===== config.mk =====
export PLATFORM = sky130hd
export DESIGN_NAME = der_primitive_tlv_encoder
export DESIGN_NICKNAME = d
export VERILOG_FILES = /design/src/dertlv_pkg.sv /design/src/der_primitive_tlv_encoder.sv /design/src/dertlv_front.sv /design/src/dertlv_fifo.sv /design/src/dertlv_back.sv
export SDC_FILE = /design/constraint.sdc
export NUM_CORES = 1
export LEC_CHECK = 0
export BUFFER_PORTS_ARGS = -buffer_cell sky130_fd_sc_hd__buf_2
export CAP_MARGIN = 10
export CORE_MARGIN = 4
export CORE_UTILIZATION = 42
export CTS_CLUSTER_DIAMETER = 60
export CTS_CLUSTER_SIZE = 12
export DETAILED_ROUTE_END_ITERATION = 6
export PLACE_DENSITY = 0.7
export SETUP_SLACK_MARGIN = 0.3
export SYNTH_ARGS = -nofsm -noshare
export SYNTH_HDL_FRONTEND = slang
export SYNTH_SLANG_ARGS = --single-unit
export TNS_END_PERCENT = 1

===== constraint.sdc =====
create_clock -name clk -period 3.3 [get_ports clk]
set_input_delay 0.165 -clock clk [delete_from_list [all_inputs] [get_ports clk]]
set_output_delay 0.165 -clock clk [all_outputs]
set_load 0.01 [all_outputs]

===== src/dertlv_pkg.sv =====
// ----------------------------------------------------------------------------
// dertlv_pkg
// Shared types and constants for the DER primitive TLV encoder.
// ----------------------------------------------------------------------------
package dertlv_pkg;

  // item modes
  localparam logic [2:0] MODE_BOOLEAN = 3'd0;
  localparam logic [2:0] MODE_INTEGER = 3'd1;
  localparam logic [2:0] MODE_OCTSTR  = 3'd2;
  localparam logic [2:0] MODE_CONTENT = 3'd3;
  localparam logic [2:0] MODE_NULL    = 3'd4;
  localparam logic [2:0] MODE_IDENT   = 3'd5;
  localparam logic [2:0] MODE_LENGTH  = 3'd6;

  // identifier octets and fixed contents
  localparam logic [7:0] TAG_BOOLEAN = 8'h01;
  localparam logic [7:0] TAG_INTEGER = 8'h02;
  localparam logic [7:0] TAG_OCTSTR  = 8'h04;
  localparam logic [7:0] TAG_NULL    = 8'h05;
  localparam logic [7:0] BOOL_TRUE   = 8'hFF;
  localparam logic [7:0] BOOL_FALSE  = 8'h00;
  localparam logic [7:0] SHORT_MAX   = 8'h7F;

  // long form length prefixes
  localparam logic [7:0] LEN_LONG_1 = 8'h81;
  localparam logic [7:0] LEN_LONG_2 = 8'h82;
  localparam logic [7:0] LEN_LONG_3 = 8'h83;
  localparam logic [7:0] LEN_LONG_4 = 8'h84;

  // most octets one item can cause
  localparam int DESC_BYTES = 6;
  localparam int CNT_W      = $clog2(DESC_BYTES + 1);

  // queue between front and back
  localparam int FIFO_DEPTH = 2;
  localparam int PTR_W      = (FIFO_DEPTH > 1) ? $clog2(FIFO_DEPTH) : 1;
  localparam int FILL_W     = $clog2(FIFO_DEPTH + 1);

  typedef struct packed {
    logic [2:0]         mode;
    logic               bool_value;
    logic signed [31:0] int_value;
    logic [31:0]        length_value;
    logic [7:0]         data_byte;
    logic [1:0]         id_class;
    logic               constructed;
    logic [4:0]         id_number;
  } in_item_t;

  typedef struct packed {
    logic [7:0] out_byte;
    logic       last_of_item;
  } out_item_t;

  // octets of one item, entry 0 goes out first
  typedef logic [DESC_BYTES-1:0][7:0] byte_arr_t;

  typedef struct packed {
    byte_arr_t        bytes;
    logic [CNT_W-1:0] count;
  } desc_t;

  typedef struct packed {
    logic empty;
    logic full;
  } fifo_stat_t;

endpackage


===== src/der_primitive_tlv_encoder.sv =====
// ----------------------------------------------------------------------------
// der_primitive_tlv_encoder
// Encodes DER primitives and emits them one octet per result item.
//
//   channel | direction | payload    | handshake
//   in      | input     | in_item_t  | in_valid / in_ready
//   out     | output    | out_item_t | out_valid / out_ready
//
// An item causes 1 to 6 octets (6 at most, an integer or an octet string
// header with a long length); the serialiser sends one octet per cycle while
// out_ready does not stall the output. The front takes a new item each cycle
// while the two-entry queue has room. Mode 7 is taken and causes nothing.
// Reset is synchronous and empties the queue and the output register.
// ----------------------------------------------------------------------------
module der_primitive_tlv_encoder
  import dertlv_pkg::*;
(
  input  logic      clk,
  input  logic      rst_n,
  input  logic      in_valid,
  output logic      in_ready,
  input  in_item_t  in_item,
  output logic      out_valid,
  input  logic      out_ready,
  output out_item_t out_item
);

  desc_t      front_desc;
  desc_t      head_desc;
  logic       has_octets;
  logic       push, pop;
  fifo_stat_t stat;

  // classify
  dertlv_front u_front (
    .item       (in_item),
    .desc       (front_desc),
    .has_octets (has_octets)
  );

  assign in_ready = !stat.full;
  assign push     = in_valid && in_ready && has_octets;

  // queue
  dertlv_fifo u_fifo (
    .clk       (clk),
    .rst_n     (rst_n),
    .push      (push),
    .push_desc (front_desc),
    .pop       (pop),
    .head_desc (head_desc),
    .stat      (stat)
  );

  // serialise
  dertlv_back u_back (
    .clk       (clk),
    .rst_n     (rst_n),
    .head_desc (head_desc),
    .stat      (stat),
    .pop       (pop),
    .out_valid (out_valid),
    .out_ready (out_ready),
    .out_item  (out_item)
  );

endmodule


===== src/dertlv_front.sv =====
// ----------------------------------------------------------------------------
// dertlv_front
// Classifies an input item and builds the list of octets it causes.
// ----------------------------------------------------------------------------
module dertlv_front
  import dertlv_pkg::*;
(
  input  in_item_t item,
  output desc_t    desc,
  output logic     has_octets
);

  logic [4:0][7:0]  len_bytes;
  logic [CNT_W-1:0] len_count;
  logic [31:0]      ival;

  assign ival = item.int_value;

  // length encoding, short or long form
  always_comb begin
    len_bytes = '0;
    len_count = CNT_W'(1);
    if (item.length_value <= {24'd0, SHORT_MAX}) begin
      len_bytes[0] = item.length_value[7:0];
      len_count    = CNT_W'(1);
    end else if (item.length_value[31:8] == 24'd0) begin
      len_bytes[0] = LEN_LONG_1;
      len_bytes[1] = item.length_value[7:0];
      len_count    = CNT_W'(2);
    end else if (item.length_value[31:16] == 16'd0) begin
      len_bytes[0] = LEN_LONG_2;
      len_bytes[1] = item.length_value[15:8];
      len_bytes[2] = item.length_value[7:0];
      len_count    = CNT_W'(3);
    end else if (item.length_value[31:24] == 8'd0) begin
      len_bytes[0] = LEN_LONG_3;
      len_bytes[1] = item.length_value[23:16];
      len_bytes[2] = item.length_value[15:8];
      len_bytes[3] = item.length_value[7:0];
      len_count    = CNT_W'(4);
    end else begin
      len_bytes[0] = LEN_LONG_4;
      len_bytes[1] = item.length_value[31:24];
      len_bytes[2] = item.length_value[23:16];
      len_bytes[3] = item.length_value[15:8];
      len_bytes[4] = item.length_value[7:0];
      len_count    = CNT_W'(5);
    end
  end

  // octet list per mode
  always_comb begin
    desc       = '0;
    has_octets = 1'b1;
    case (item.mode)
      MODE_BOOLEAN: begin
        desc.bytes[0] = TAG_BOOLEAN;
        desc.bytes[1] = 8'h01;
        desc.bytes[2] = item.bool_value ? BOOL_TRUE : BOOL_FALSE;
        desc.count    = CNT_W'(3);
      end
      MODE_INTEGER: begin
        desc.bytes[0] = TAG_INTEGER;
        // fewest octets whose top bit still carries the sign
        if ((ival[31:7] == '0) || (ival[31:7] == '1)) begin
          desc.bytes[1] = 8'd1;
          desc.bytes[2] = ival[7:0];
          desc.count    = CNT_W'(3);
        end else if ((ival[31:15] == '0) || (ival[31:15] == '1)) begin
          desc.bytes[1] = 8'd2;
          desc.bytes[2] = ival[15:8];
          desc.bytes[3] = ival[7:0];
          desc.count    = CNT_W'(4);
        end else if ((ival[31:23] == '0) || (ival[31:23] == '1)) begin
          desc.bytes[1] = 8'd3;
          desc.bytes[2] = ival[23:16];
          desc.bytes[3] = ival[15:8];
          desc.bytes[4] = ival[7:0];
          desc.count    = CNT_W'(5);
        end else begin
          desc.bytes[1] = 8'd4;
          desc.bytes[2] = ival[31:24];
          desc.bytes[3] = ival[23:16];
          desc.bytes[4] = ival[15:8];
          desc.bytes[5] = ival[7:0];
          desc.count    = CNT_W'(6);
        end
      end
      MODE_OCTSTR: begin
        desc.bytes[0] = TAG_OCTSTR;
        for (int j = 0; j < 5; j++) begin
          desc.bytes[j+1] = len_bytes[j];
        end
        desc.count = len_count + CNT_W'(1);
      end
      MODE_CONTENT: begin
        desc.bytes[0] = item.data_byte;
        desc.count    = CNT_W'(1);
      end
      MODE_NULL: begin
        desc.bytes[0] = TAG_NULL;
        desc.bytes[1] = 8'h00;
        desc.count    = CNT_W'(2);
      end
      MODE_IDENT: begin
        desc.bytes[0] = {item.id_class, item.constructed, item.id_number};
        desc.count    = CNT_W'(1);
      end
      MODE_LENGTH: begin
        for (int j = 0; j < 5; j++) begin
          desc.bytes[j] = len_bytes[j];
        end
        desc.count = len_count;
      end
      default: begin
        // unused mode causes no octets
        has_octets = 1'b0;
      end
    endcase
  end

endmodule


===== src/dertlv_fifo.sv =====
// ----------------------------------------------------------------------------
// dertlv_fifo
// Short queue of octet lists between the classifier and the serialiser.
// ----------------------------------------------------------------------------
module dertlv_fifo
  import dertlv_pkg::*;
(
  input  logic       clk,
  input  logic       rst_n,
  input  logic       push,
  input  desc_t      push_desc,
  input  logic       pop,
  output desc_t      head_desc,
  output fifo_stat_t stat
);

  desc_t             mem_r [FIFO_DEPTH];
  logic [PTR_W-1:0]  wr_ptr_r, wr_ptr_nxt;
  logic [PTR_W-1:0]  rd_ptr_r, rd_ptr_nxt;
  logic [FILL_W-1:0] fill_r, fill_nxt;
  logic              do_push, do_pop;

  assign stat.empty = (fill_r == '0);
  assign stat.full  = (fill_r == FILL_W'(FIFO_DEPTH));
  assign do_push    = push && !stat.full;
  assign do_pop     = pop && !stat.empty;
  assign head_desc  = mem_r[rd_ptr_r];

  // pointer and fill updates
  always_comb begin
    wr_ptr_nxt = wr_ptr_r;
    rd_ptr_nxt = rd_ptr_r;
    fill_nxt   = fill_r;
    if (do_push) begin
      wr_ptr_nxt = (wr_ptr_r == PTR_W'(FIFO_DEPTH - 1)) ? '0 : wr_ptr_r + PTR_W'(1);
    end
    if (do_pop) begin
      rd_ptr_nxt = (rd_ptr_r == PTR_W'(FIFO_DEPTH - 1)) ? '0 : rd_ptr_r + PTR_W'(1);
    end
    if (do_push && !do_pop) begin
      fill_nxt = fill_r + FILL_W'(1);
    end else if (do_pop && !do_push) begin
      fill_nxt = fill_r - FILL_W'(1);
    end
  end

  always_ff @(posedge clk) begin
    if (!rst_n) begin
      wr_ptr_r <= '0;
      rd_ptr_r <= '0;
      fill_r   <= '0;
    end else begin
      wr_ptr_r <= wr_ptr_nxt;
      rd_ptr_r <= rd_ptr_nxt;
      fill_r   <= fill_nxt;
    end
  end

  // storage, no reset needed
  always_ff @(posedge clk) begin
    if (do_push) begin
      mem_r[wr_ptr_r] <= push_desc;
    end
  end

endmodule


===== src/dertlv_back.sv =====
// ----------------------------------------------------------------------------
// dertlv_back
// Serialises the queued octet lists into one registered octet per cycle while out_ready does not stall the output.
// ----------------------------------------------------------------------------
module dertlv_back
  import dertlv_pkg::*;
(
  input  logic       clk,
  input  logic       rst_n,
  input  desc_t      head_desc,
  input  fifo_stat_t stat,
  output logic       pop,
  output logic       out_valid,
  input  logic       out_ready,
  output out_item_t  out_item
);

  logic [CNT_W-1:0] idx_r, idx_nxt;
  logic             out_valid_r, out_valid_nxt;
  out_item_t        out_item_r;
  logic             emit, last;

  // send when the output slot is free or being emptied
  assign emit = !stat.empty && (!out_valid_r || out_ready);
  assign last = (idx_r == head_desc.count - CNT_W'(1));
  assign pop  = emit && last;

  always_comb begin
    idx_nxt       = idx_r;
    out_valid_nxt = out_valid_r;
    if (emit) begin
      idx_nxt       = last ? '0 : idx_r + CNT_W'(1);
      out_valid_nxt = 1'b1;
    end else if (out_ready) begin
      out_valid_nxt = 1'b0;
    end
  end

  always_ff @(posedge clk) begin
    if (!rst_n) begin
      idx_r       <= '0;
      out_valid_r <= 1'b0;
    end else begin
      idx_r       <= idx_nxt;
      out_valid_r <= out_valid_nxt;
    end
  end

  // output payload register
  always_ff @(posedge clk) begin
    if (emit) begin
      out_item_r.out_byte     <= head_desc.bytes[idx_r];
      out_item_r.last_of_item <= last;
    end
  end

  assign out_valid = out_valid_r;
  assign out_item  = out_item_r;

endmodule

==> flow_metrics.env, run 1 <==
export IMPL_cts_buffers=17
export IMPL_rsz0062_at_grt="no"
export IMPL_cts_tree="done"
export IMPL_finalSetupViolCount=0
export IMPL_path_clk_slew_ns=0.06
export IMPL_cp_required_ns=3.64
export IMPL_htree_levels=4
export IMPL_syn_avg_cell_area_um2=11.9
export IMPL_layout_commonest_cell="edfxtp_1"
export IMPL_dp_hpwl_um=15700
export IMPL_crit_buf_inv=1
export IMPL_cts_setup_buffers=0
export IMPL_ys_flop_type="edfxtp_1"
export IMPL_synth_warnings=0
export IMPL_async_flop_share=0
export IMPL_totalPowerFinal_w=0.00506
export IMPL_clockRootBuffer="clkbuf_16"
export IMPL_dieHeight_um=134
export IMPL_syn_inst=565
export IMPL_post_cts_resized=0
export IMPL_coreArea_um2=15400
export IMPL_synth_edf_count=111
export IMPL_final_cell_area_um2=8010
export IMPL_fp_row_count=45
export IMPL_dp_slack_ns=0.543
export IMPL_grt_ovfl_total=0
export IMPL_period_minus_slack_ns=2.67
export IMPL_viasPerCell=6.19
export IMPL_wl_per_cell_um=23.3
export IMPL_place_port_buffers=98
export IMPL_p_leak_nw=2.89
export IMPL_clock_skew_ns=0.00732
export IMPL_yosysSeqAreaShare=0.524
export IMPL_worst_slew_pin_slew_ns=0.709
export IMPL_nets=758
export IMPL_finalWirelength_um=20700
export IMPL_nFillCells=1355
export IMPL_violations="DRC"
export IMPL_start_util=0.435
export IMPL_syn_area_um2=6710
export IMPL_maxCapViolations=0
export IMPL_grt_pass1_vias=5518
export IMPL_criticalPathCategory="flop to flop"
export IMPL_cp_top_family="simple AND/OR/NAND/NOR gates"
export IMPL_ff_latch_area_um2=3510
export IMPL_globalplace_congestion=0.996
export IMPL_placed_cell_area_um2=7430
export IMPL_first_pass_iters=7
export IMPL_reg2reg_slack_ns=0.63
export IMPL_setup_worst_path_start_class="flop"
export IMPL_cts_buffer_depth=2
export IMPL_drcViolationCount=3
export IMPL_insertedDiodeCount=0
export IMPL_cts_hold_buf=0
export IMPL_die_w_um=134
export IMPL_boundaryPins=99
export IMPL_slowest_delay_ns=0.39
export IMPL_slew_headroom=0.526
export IMPL_drt_iter0_markers=686
export IMPL_die_area_um2=18100
export IMPL_hold_ws_ns=0.0248
export IMPL_num_vias=5506
export IMPL_finalMaxSlewViolations=0
export IMPL_area_delta_synth_final_pct=19.3
export IMPL_final_hold_viol_count=0
export IMPL_max_clock_freq_mhz=374
export IMPL_power_density_nw_per_um2=632
export IMPL_worstSkewPairLatency_ns=0.41
export IMPL_period_share=0.809
export IMPL_cp_common_cell="ha_1"
export IMPL_multiInputGateArea_um2=3020
export IMPL_outcome="finished with violations"
export IMPL_endpoint_kind="flop"
export IMPL_antenna_left=0
export IMPL_drive_above_1_share=0.278
export IMPL_synth_seq_cells=120
export IMPL_grt_max_degree=53
export IMPL_crit_slowest_cell="or3_1"
export IMPL_clock_sinks=120
export IMPL_cp_arrival_ns=3.01
export IMPL_critical_path_cell_chain="buf_4, mux2i_1, ha_1, xor2_1, xnor2_1, nor3_1, nand2_1, ha_1, or3_1, a21boi_0"
export IMPL_min_path_type="primary input to flop"
export IMPL_grt_use_total=0.230
export IMPL_peakVddDrop_v=0.000417
export IMPL_final_cell_mix="edfxtp_1, buf_2, nand2_1, nor2_1, a21oi_1"
export IMPL_antenna_found_initial=0
export IMPL_grt_first_pass_wirelength_um=31200
export IMPL_synth_fp_nets=657
export IMPL_worst_slack_ns=0.629
export IMPL_synth_cell_types=69
export IMPL_path_max_fanout=13
==> state kept, by name, indices dropped and copies added, names as in the netlist, named ones only <==
| register | flops |
|---|---|
| u_fifo.mem_r | 102 |
| u_back.out_item | 9 |
| u_fifo.wr_ptr_r | 1 |
| u_back.idx_r | 3 |
| u_fifo.fill_r | 2 |
| u_fifo.rd_ptr_r | 1 |
| u_back.out_valid | 1 |
==> power by group <==
part | internal [W] | switching, W | total [W] | leakage (nW)
registers | 0.00202 | 0.0000922 | 0.00211 | 1.13
logic | 0.000515 | 0.000697 | 0.00121 | 1.48
clock network | 0.00100 | 0.000737 | 0.00174 | 0.278
total | 0.00354 | 0.00153 | 0.00506 | 2.89
==> metrics by stage <==
stage | std cells | setup TNS [ns] | util
2_1_floorplan | 565 | -1.74 | -
3_3_place_gp | 858 | 0 | 0.482
3_5_place_dp | 858 | 0 | 0.482
4_1_cts | 890 | 0 | 0.519
5_1_grt | 890 | 0 | 0.519
6_report | 890 | 0 | 0.519
==> worst register-to-register path, cell delays in order, from the launching register on <==
cell and delay [ns]:
dfxtp_2 0.35, buf_4 0.27, mux2i_1 0.23, ha_1 0.18, xor2_1 0.18, xnor2_1 0.09
nor3_1 0.25, nand2_1 0.15, ha_1 0.36, or3_1 0.39, a21boi_0 0.16
==> area by class of cell <==
type	count	share of cell area
Timing Repair Buffer	110	0.0725
Sequential cell	120	0.439
Clock buffer	17	0.0531
Tap cell	211	0.0330
Multi-Input combinational cell	402	0.377
Clock inverter	15	0.0186
Inverter	15	0.00703
==> synthesized netlist by cell type (12+ instances only) <==
cell type  instances  area (µm²)
edfxtp_1         111        3330
nand2_1           48         180
nor2_1            39         146
a21oi_1           33         165
a22oi_1           31         233
mux4_2            24         541
o21ai_0           18        90.1
o22ai_1           18         113
clkbuf_1          15        56.3
a22o_1            14         123
inv_1             13        48.8
mux2i_1           12         120
==> cell families after synthesis <==
| logic type | count (synthesis) | synth area share |
|---|---|---|
| adder cells (fa/ha/maj) | 4 | 0.00746 |
| AND/OR/NAND/NOR | 167 | 0.135 |
| buffers and inverters | 43 | 0.0289 |
| XOR/XNOR | 11 | 0.0144 |
| AO/OA/AOI/OAI | 183 | 0.190 |
| multiplexers | 37 | 0.101 |
| flip-flops | 120 | 0.524 |
==> layer usage <==
metal	global-route usage	routed length [µm]	up-vias
met4	0.0962	655	0
li1	-	-	2489
met3	0.0544	1930	51
met1	0.304	8380	2640
met5	0	0	-
met2	0.364	9750	326
==> worst paths after layout <==
check	startpoint	endpoint	depth (start not counted)
worst min-delay path	rst_n	u_back.out_valid	2
worst min register to register	u_fifo.fill_r[1]	u_fifo.fill_r[1]	2
worst max register to register	flop	u_fifo.fill_r[1]	10
worst max-delay path	flop	u_fifo.fill_r[1]	10
Power figures use the tool's default switching activity.
==> inputs of run 2 (changes only) <==
==> constraint.sdc (replaced) <==
create_clock -name clk -period 2.16 [get_ports clk]
set_input_delay 0.108 -clock clk [delete_from_list [all_inputs] [get_ports clk]]
set_output_delay 0.108 -clock clk [all_outputs]
set_load 0.01 [all_outputs]
==> flow_metrics.env, run 2 (synthesized netlist as in run 1, its figures left out) <==
export IMPL_viasPerCell=6.11
export IMPL_area_delta_synth_final_pct=36.3
export IMPL_num_vias=5992
export IMPL_dieHeight_um=134
export IMPL_wl_per_cell_um=22.1
export IMPL_drt_iter0_markers=593
export IMPL_endpoint_kind="flop"
export IMPL_rsz0062_at_grt="yes"
export IMPL_worst_slack_ns=-0.150
export IMPL_drcViolationCount=0
export IMPL_peakVddDrop_v=0.000612
export IMPL_first_pass_iters=5
export IMPL_die_area_um2=18100
export IMPL_worst_slew_pin_slew_ns=0.684
export IMPL_violations="setup timing"
export IMPL_min_path_type="primary input to flop"
export IMPL_drive_above_1_share=0.416
export IMPL_cp_required_ns=2.49
export IMPL_coreArea_um2=15400
export IMPL_nFillCells=1270
export IMPL_antenna_found_initial=0
export IMPL_boundaryPins=99
export IMPL_criticalPathCategory="flop to flop"
export IMPL_grt_use_total=0.240
export IMPL_cts_tree="done"
export IMPL_hold_ws_ns=0.0865
export IMPL_grt_pass1_vias=5948
export IMPL_largest_reg_flops=102
export IMPL_period_minus_slack_ns=2.31
export IMPL_clock_sinks=120
export IMPL_slew_headroom=0.542
export IMPL_cts_buffer_depth=2
export IMPL_p_leak_nw=3.44
export IMPL_path_clk_slew_ns=0.05
export IMPL_grt_max_degree=53
export IMPL_outcome="finished with violations"
export IMPL_grt_first_pass_wirelength_um=33000
export IMPL_cts_setup_buffers=0
export IMPL_max_clock_freq_mhz=433
export IMPL_clock_skew_ns=0.0106
export IMPL_maxCapViolations=0
export IMPL_grt_ovfl_total=0
export IMPL_htree_levels=4
export IMPL_final_cells=981
export IMPL_cp_arrival_ns=2.64
export IMPL_finalMaxSlewViolations=0
export IMPL_finalSetupViolCount=2
export IMPL_power_density_nw_per_um2=894
export IMPL_nets=849
export IMPL_insertedDiodeCount=0
export IMPL_ff_latch_area_um2=3520
export IMPL_final_hold_viol_count=0
export IMPL_path_max_fanout=4
export IMPL_regMostFlops="u_fifo.mem_r"
export IMPL_start_util=0.435
export IMPL_period_share=1.07
export IMPL_placed_cells=948
export IMPL_globalplace_congestion=1.01
export IMPL_setup_worst_path_start_class="flop"
export IMPL_worstSkewPairLatency_ns=0.41
export IMPL_final_cell_mix="edfxtp_1, buf_2, buf_4, nand2_1, nor2_1"
export IMPL_clockRootBuffer="clkbuf_16"
export IMPL_multiInputGateArea_um2=3360
export IMPL_place_port_buffers=98
export IMPL_cts_buffers=17
export IMPL_finalWirelength_um=21600
export IMPL_antenna_left=0
export IMPL_fp_row_count=45
export IMPL_die_w_um=134
export IMPL_layout_commonest_cell="edfxtp_1"
export IMPL_dp_hpwl_um=16600
[run 2: cell count changes in the layout (fill, tap and decap cells not counted), moves of 6 or more]
| cell | before | now |
|---|---|---|
| inv_6 | 6 | 0 |
| buf_4 | 12 | 94 |
| o21ai_2 | 1 | 7 |
| a221oi_1 | 9 | 2 |
[run 2: path summary, 6_finish.rpt]
path                         start            endpoint  slack, ns  depth (start not counted)
setup / recovery              flop    u_fifo.fill_r[1]      -0.15                          9
hold / removal          in_item[8]  u_fifo.mem_r[0][3]       0.09                          3
setup reg to reg              flop    u_fifo.fill_r[1]      -0.15                          9
hold reg to reg   u_fifo.fill_r[1]    u_fifo.fill_r[1]       0.55                          2
[run 2: cell type report]
| type | count | share of cell area |
|---|---|---|
| clock buffer | 20 | 0.0478 |
| clock inverter | 12 | 0.0171 |
| inverter | 15 | 0.00616 |
| multi-input combinational | 402 | 0.368 |
| sequential | 120 | 0.385 |
| tap | 211 | 0.0289 |
| timing repair buffer | 201 | 0.148 |
[run 2: through the flow]
stage / utilization / instance area, µm² / setup slack (ns) / power, W / TNS (ns)
global placement: 0.530 / 8180 / -0.319 / 0.00524 / -1.86
global route: 0.593 / 9140 / -0.265 / 0.00856 / -0.979
detailed placement: 0.530 / 8180 / -0.361 / 0.00532 / -3.16
CTS: 0.571 / 8800 / -0.211 / 0.00816 / -0.285
finish: 0.593 / 9140 / -0.150 / 0.00817 / -0.151
floorplan: - / 6750 / -0.189 / 0.00447 / -0.271
[run 2: routing by layer]
metal | routed length [µm] | global-route usage | up-vias
li1 | - | - | 2669
met1 | 8900 | 0.325 | 2897
met2 | 10100 | 0.376 | 356
met3 | 1800 | 0.0525 | 70
met4 | 793 | 0.100 | 0
met5 | 0 | 0 | -
[run 2: power breakdown]
part / internal (W) / switching, W
logic: 0.000977 / 0.00115
clock network: 0.00190 / 0.000917
registers: 0.00309 / 0.000145
total: 0.00596 / 0.00221
[run 2: timing repair]
action | in CTS | in global routing
setup endpoints to repair | 13 | 87
hold buffers | 1 | 0
hold endpoints to repair | 4 | 0
resized for setup | 3 | 68
pin swaps | 1 | 42
[run 2: critical path, stage by stage, from the launching register on]
cell,delay (ns)
dfxtp_4,0.39
mux2i_4,0.29
ha_2,0.33
xnor2_1,0.14
nor3_2,0.20
nand2_2,0.11
ha_4,0.17
xor2_2,0.14
or3_1,0.31
a21boi_1,0.14
==> inputs of run 3 (changes only) <==
--- a/config.mk
+++ b/config.mk
@@ -7,12 +7,14 @@
 export LEC_CHECK = 0
 export BUFFER_PORTS_ARGS = -buffer_cell sky130_fd_sc_hd__buf_2
 export CAP_MARGIN = 10
+export CELL_PAD_IN_SITES_DETAIL_PLACEMENT = 1
+export CELL_PAD_IN_SITES_GLOBAL_PLACEMENT = 1
 export CORE_MARGIN = 4
 export CORE_UTILIZATION = 42
 export CTS_CLUSTER_DIAMETER = 60
 export CTS_CLUSTER_SIZE = 12
 export DETAILED_ROUTE_END_ITERATION = 6
-export PLACE_DENSITY = 0.7
+export PLACE_DENSITY = 0.83
 export SETUP_SLACK_MARGIN = 0.3
 export SYNTH_ARGS = -nofsm -noshare
 export SYNTH_HDL_FRONTEND = slang
==> flow_metrics.env, run 3 (synthesized netlist as in run 1, its figures left out) <==
export IMPL_path_clk_slew_ns=0.06
export IMPL_path_max_fanout=2
export IMPL_cp_arrival_ns=2.79
export IMPL_power_frac_comb=0.274
export IMPL_critical_path_cell_chain="mux2i_2, ha_2, xor2_2, xnor2_1, nor3_2, nand2_2, ha_4, xor2_1, or3_1, a21boi_1"
export IMPL_die_area_um2=18100
export IMPL_place_port_buffers=98
export IMPL_nets=847
export IMPL_grt_pass1_vias=6545
export IMPL_max_clock_freq_mhz=410
export IMPL_globalplace_congestion=0.988
export IMPL_drive_above_1_share=0.391
export IMPL_rr_worst_depth=10
export IMPL_p_leak_nw=3.36
export IMPL_cp_required_ns=2.51
export IMPL_final_cell_area_um2=8910
export IMPL_grt_use_total=0.278
export IMPL_slew_headroom=0.504
export IMPL_maxCapViolations=0
export IMPL_placed_cell_area_um2=8140
export IMPL_grt_max_degree=53
export IMPL_hold_depth=3
export IMPL_largest_reg_flops=102
export IMPL_finalSetupViolCount=4
export IMPL_crit_slowest_cell="edfxtp_1"
export IMPL_finalMaxSlewViolations=0
export IMPL_min_path_type="primary input to flop"
export IMPL_worstHoldStart="in_item[11]"
export IMPL_pwr_share_clk=0.325
export IMPL_reg2reg_slack_ns=-0.28
export IMPL_cts_tree="done"
export IMPL_period_share=1.13
export IMPL_violations="setup timing"
export IMPL_drcViolationCount=0
export IMPL_endpoint_kind="flop"
export IMPL_coreArea_um2=15400
export IMPL_start_util=0.435
export IMPL_htree_levels=4
export IMPL_clock_skew_ns=0.00877
export IMPL_r2r_start="u_fifo.mem_r[0][1]"
export IMPL_dp_slack_ns=-0.326
export IMPL_num_vias=6114
export IMPL_worst_slew_pin_slew_ns=0.741
export IMPL_min_to="u_fifo.mem_r[1][6]"
export IMPL_cts_buffer_depth=2
export IMPL_grt_first_pass_wirelength_um=37900
export IMPL_finalWirelength_um=25300
export IMPL_netSwitchingPower_w=0.00240
export IMPL_worst_slack_ns=-0.277
export IMPL_grt_ovfl_total=0
export IMPL_insertedDiodeCount=0
export IMPL_dieHeight_um=134
export IMPL_seq_power_share=0.401
export IMPL_power_density_nw_per_um2=913
export IMPL_boundaryPins=99
export IMPL_criticalPathCategory="flop to flop"
export IMPL_cts_buffers=17
export IMPL_first_pass_iters=5
export IMPL_clock_sinks=120
export IMPL_dp_hpwl_um=18900
export IMPL_period_minus_slack_ns=2.44
export IMPL_final_cell_mix="edfxtp_1, buf_2, buf_4, nand2_1, nor2_1"
export IMPL_worst_r2r_endpoint="u_fifo.fill_r[1]"
export IMPL_final_hold_viol_count=0
export IMPL_rsz0062_at_grt="yes"
export IMPL_slowest_delay_ns=0.47
export IMPL_die_w_um=134
export IMPL_swShare=0.294
export IMPL_viasPerCell=6.25
export IMPL_peakVddDrop_v=0.000590
export IMPL_antenna_found_initial=0
export IMPL_worstSkewPairLatency_ns=0.42
export IMPL_setup_worst_path_start_class="flop"
export IMPL_totalPowerFinal_w=0.00814
export IMPL_regMostFlops="u_fifo.mem_r"
export IMPL_wl_per_cell_um=25.8
export IMPL_area_delta_synth_final_pct=32.8
export IMPL_p_int_w=0.00574
export IMPL_drt_iter0_markers=594
export IMPL_antenna_left=0
export IMPL_tns_ns=-0.622
export IMPL_fp_row_count=45
export IMPL_clockRootBuffer="clkbuf_16"
export IMPL_outcome="finished with violations"
export IMPL_layout_commonest_cell="edfxtp_1"
run 3: cell count changes in the layout (fill, tap and decap cells not counted), sizes merged:
cell	delta
buf	-2
bufinv	-2
clkinv	+1
clkinvlp	+1
run 3: worst max-delay path by stage:
stage / slack (ns) / startpoint / depth (start not counted) / to
after floorplan: -0.19 / flop / 11 / u_fifo.fill_r[1]
after global placement: -0.19 / in_item[33] / 10 / u_fifo.mem_r[1][34]
after detailed placement: -0.33 / u_fifo.mem_r[1][1] / 10 / u_fifo.fill_r[1]
after CTS: -0.21 / u_fifo.mem_r[1][1] / 10 / u_fifo.fill_r[1]
after global routing: -0.34 / u_fifo.mem_r[1][1] / 10 / u_fifo.fill_r[1]
final: -0.28 / u_fifo.mem_r[0][1] / 10 / u_fifo.fill_r[1]
run 3: layout make-up:
cell class | count | area (µm²)
Clock inverter | 12 | 109
Tap cell | 211 | 264
Multi-Input combinational cell | 402 | 3210
Clock buffer | 20 | 437
Fill cell | 1685 | 6520
Sequential cell | 120 | 3520
Timing Repair Buffer | 199 | 1320
Inverter | 15 | 56.3
run 3: what timing repair did:
| item | CTS | global route |
|---|---|---|
| buffers inserted | 1 | 0 |
| cloned | 0 | 0 |
| endpoints found under the hold margin | 3 | 0 |
| pin swaps | 1 | 7 |
| hold buffers | 1 | 0 |
| setup endpoints to repair | 37 | 100 |
| resized for setup | 15 | 29 |
run 3: metrics by stage:
stage / hold WS, ns / std cells / utilization
after CTS: 0.0255 / 979 / 0.568
after global placement: 0.398 / 945 / 0.527
after detailed placement: 0.417 / 945 / 0.527
after floorplan: 0.226 / 565 / -
after global routing: 0.0639 / 979 / 0.578
final: 0.0352 / 979 / 0.578
run 3: power groups by stage:
stage	Combinational [W]	Clock [W]	Sequential, W
after floorplan	0.00120	0	0.00328
after global placement	0.00198	0	0.00323
after detailed placement	0.00210	0	0.00328
after CTS	0.00217	0.00267	0.00325
after global routing	0.00239	0.00279	0.00329
final	0.00223	0.00265	0.00326
run 3: metal layers:
layer,wire length [µm],GRT usage,vias to the layer above
li1,-,-,2661
met1,10200,0.364,3029
met2,12200,0.462,344
met3,1830,0.0559,80
met4,1050,0.100,0
met5,0,0,-
run 3: worst max-delay path, delay by kind of cell, from the launching register on:
family / cells / cell delay [ns]
AO/OA/AOI/OAI: 1 / 0.13
XOR/XNOR: 3 / 0.43
adder cells (fa/ha/maj): 2 / 0.43
flip-flops: 1 / 0.47
multiplexers: 1 / 0.25
AND/OR/NAND/NOR: 3 / 0.65
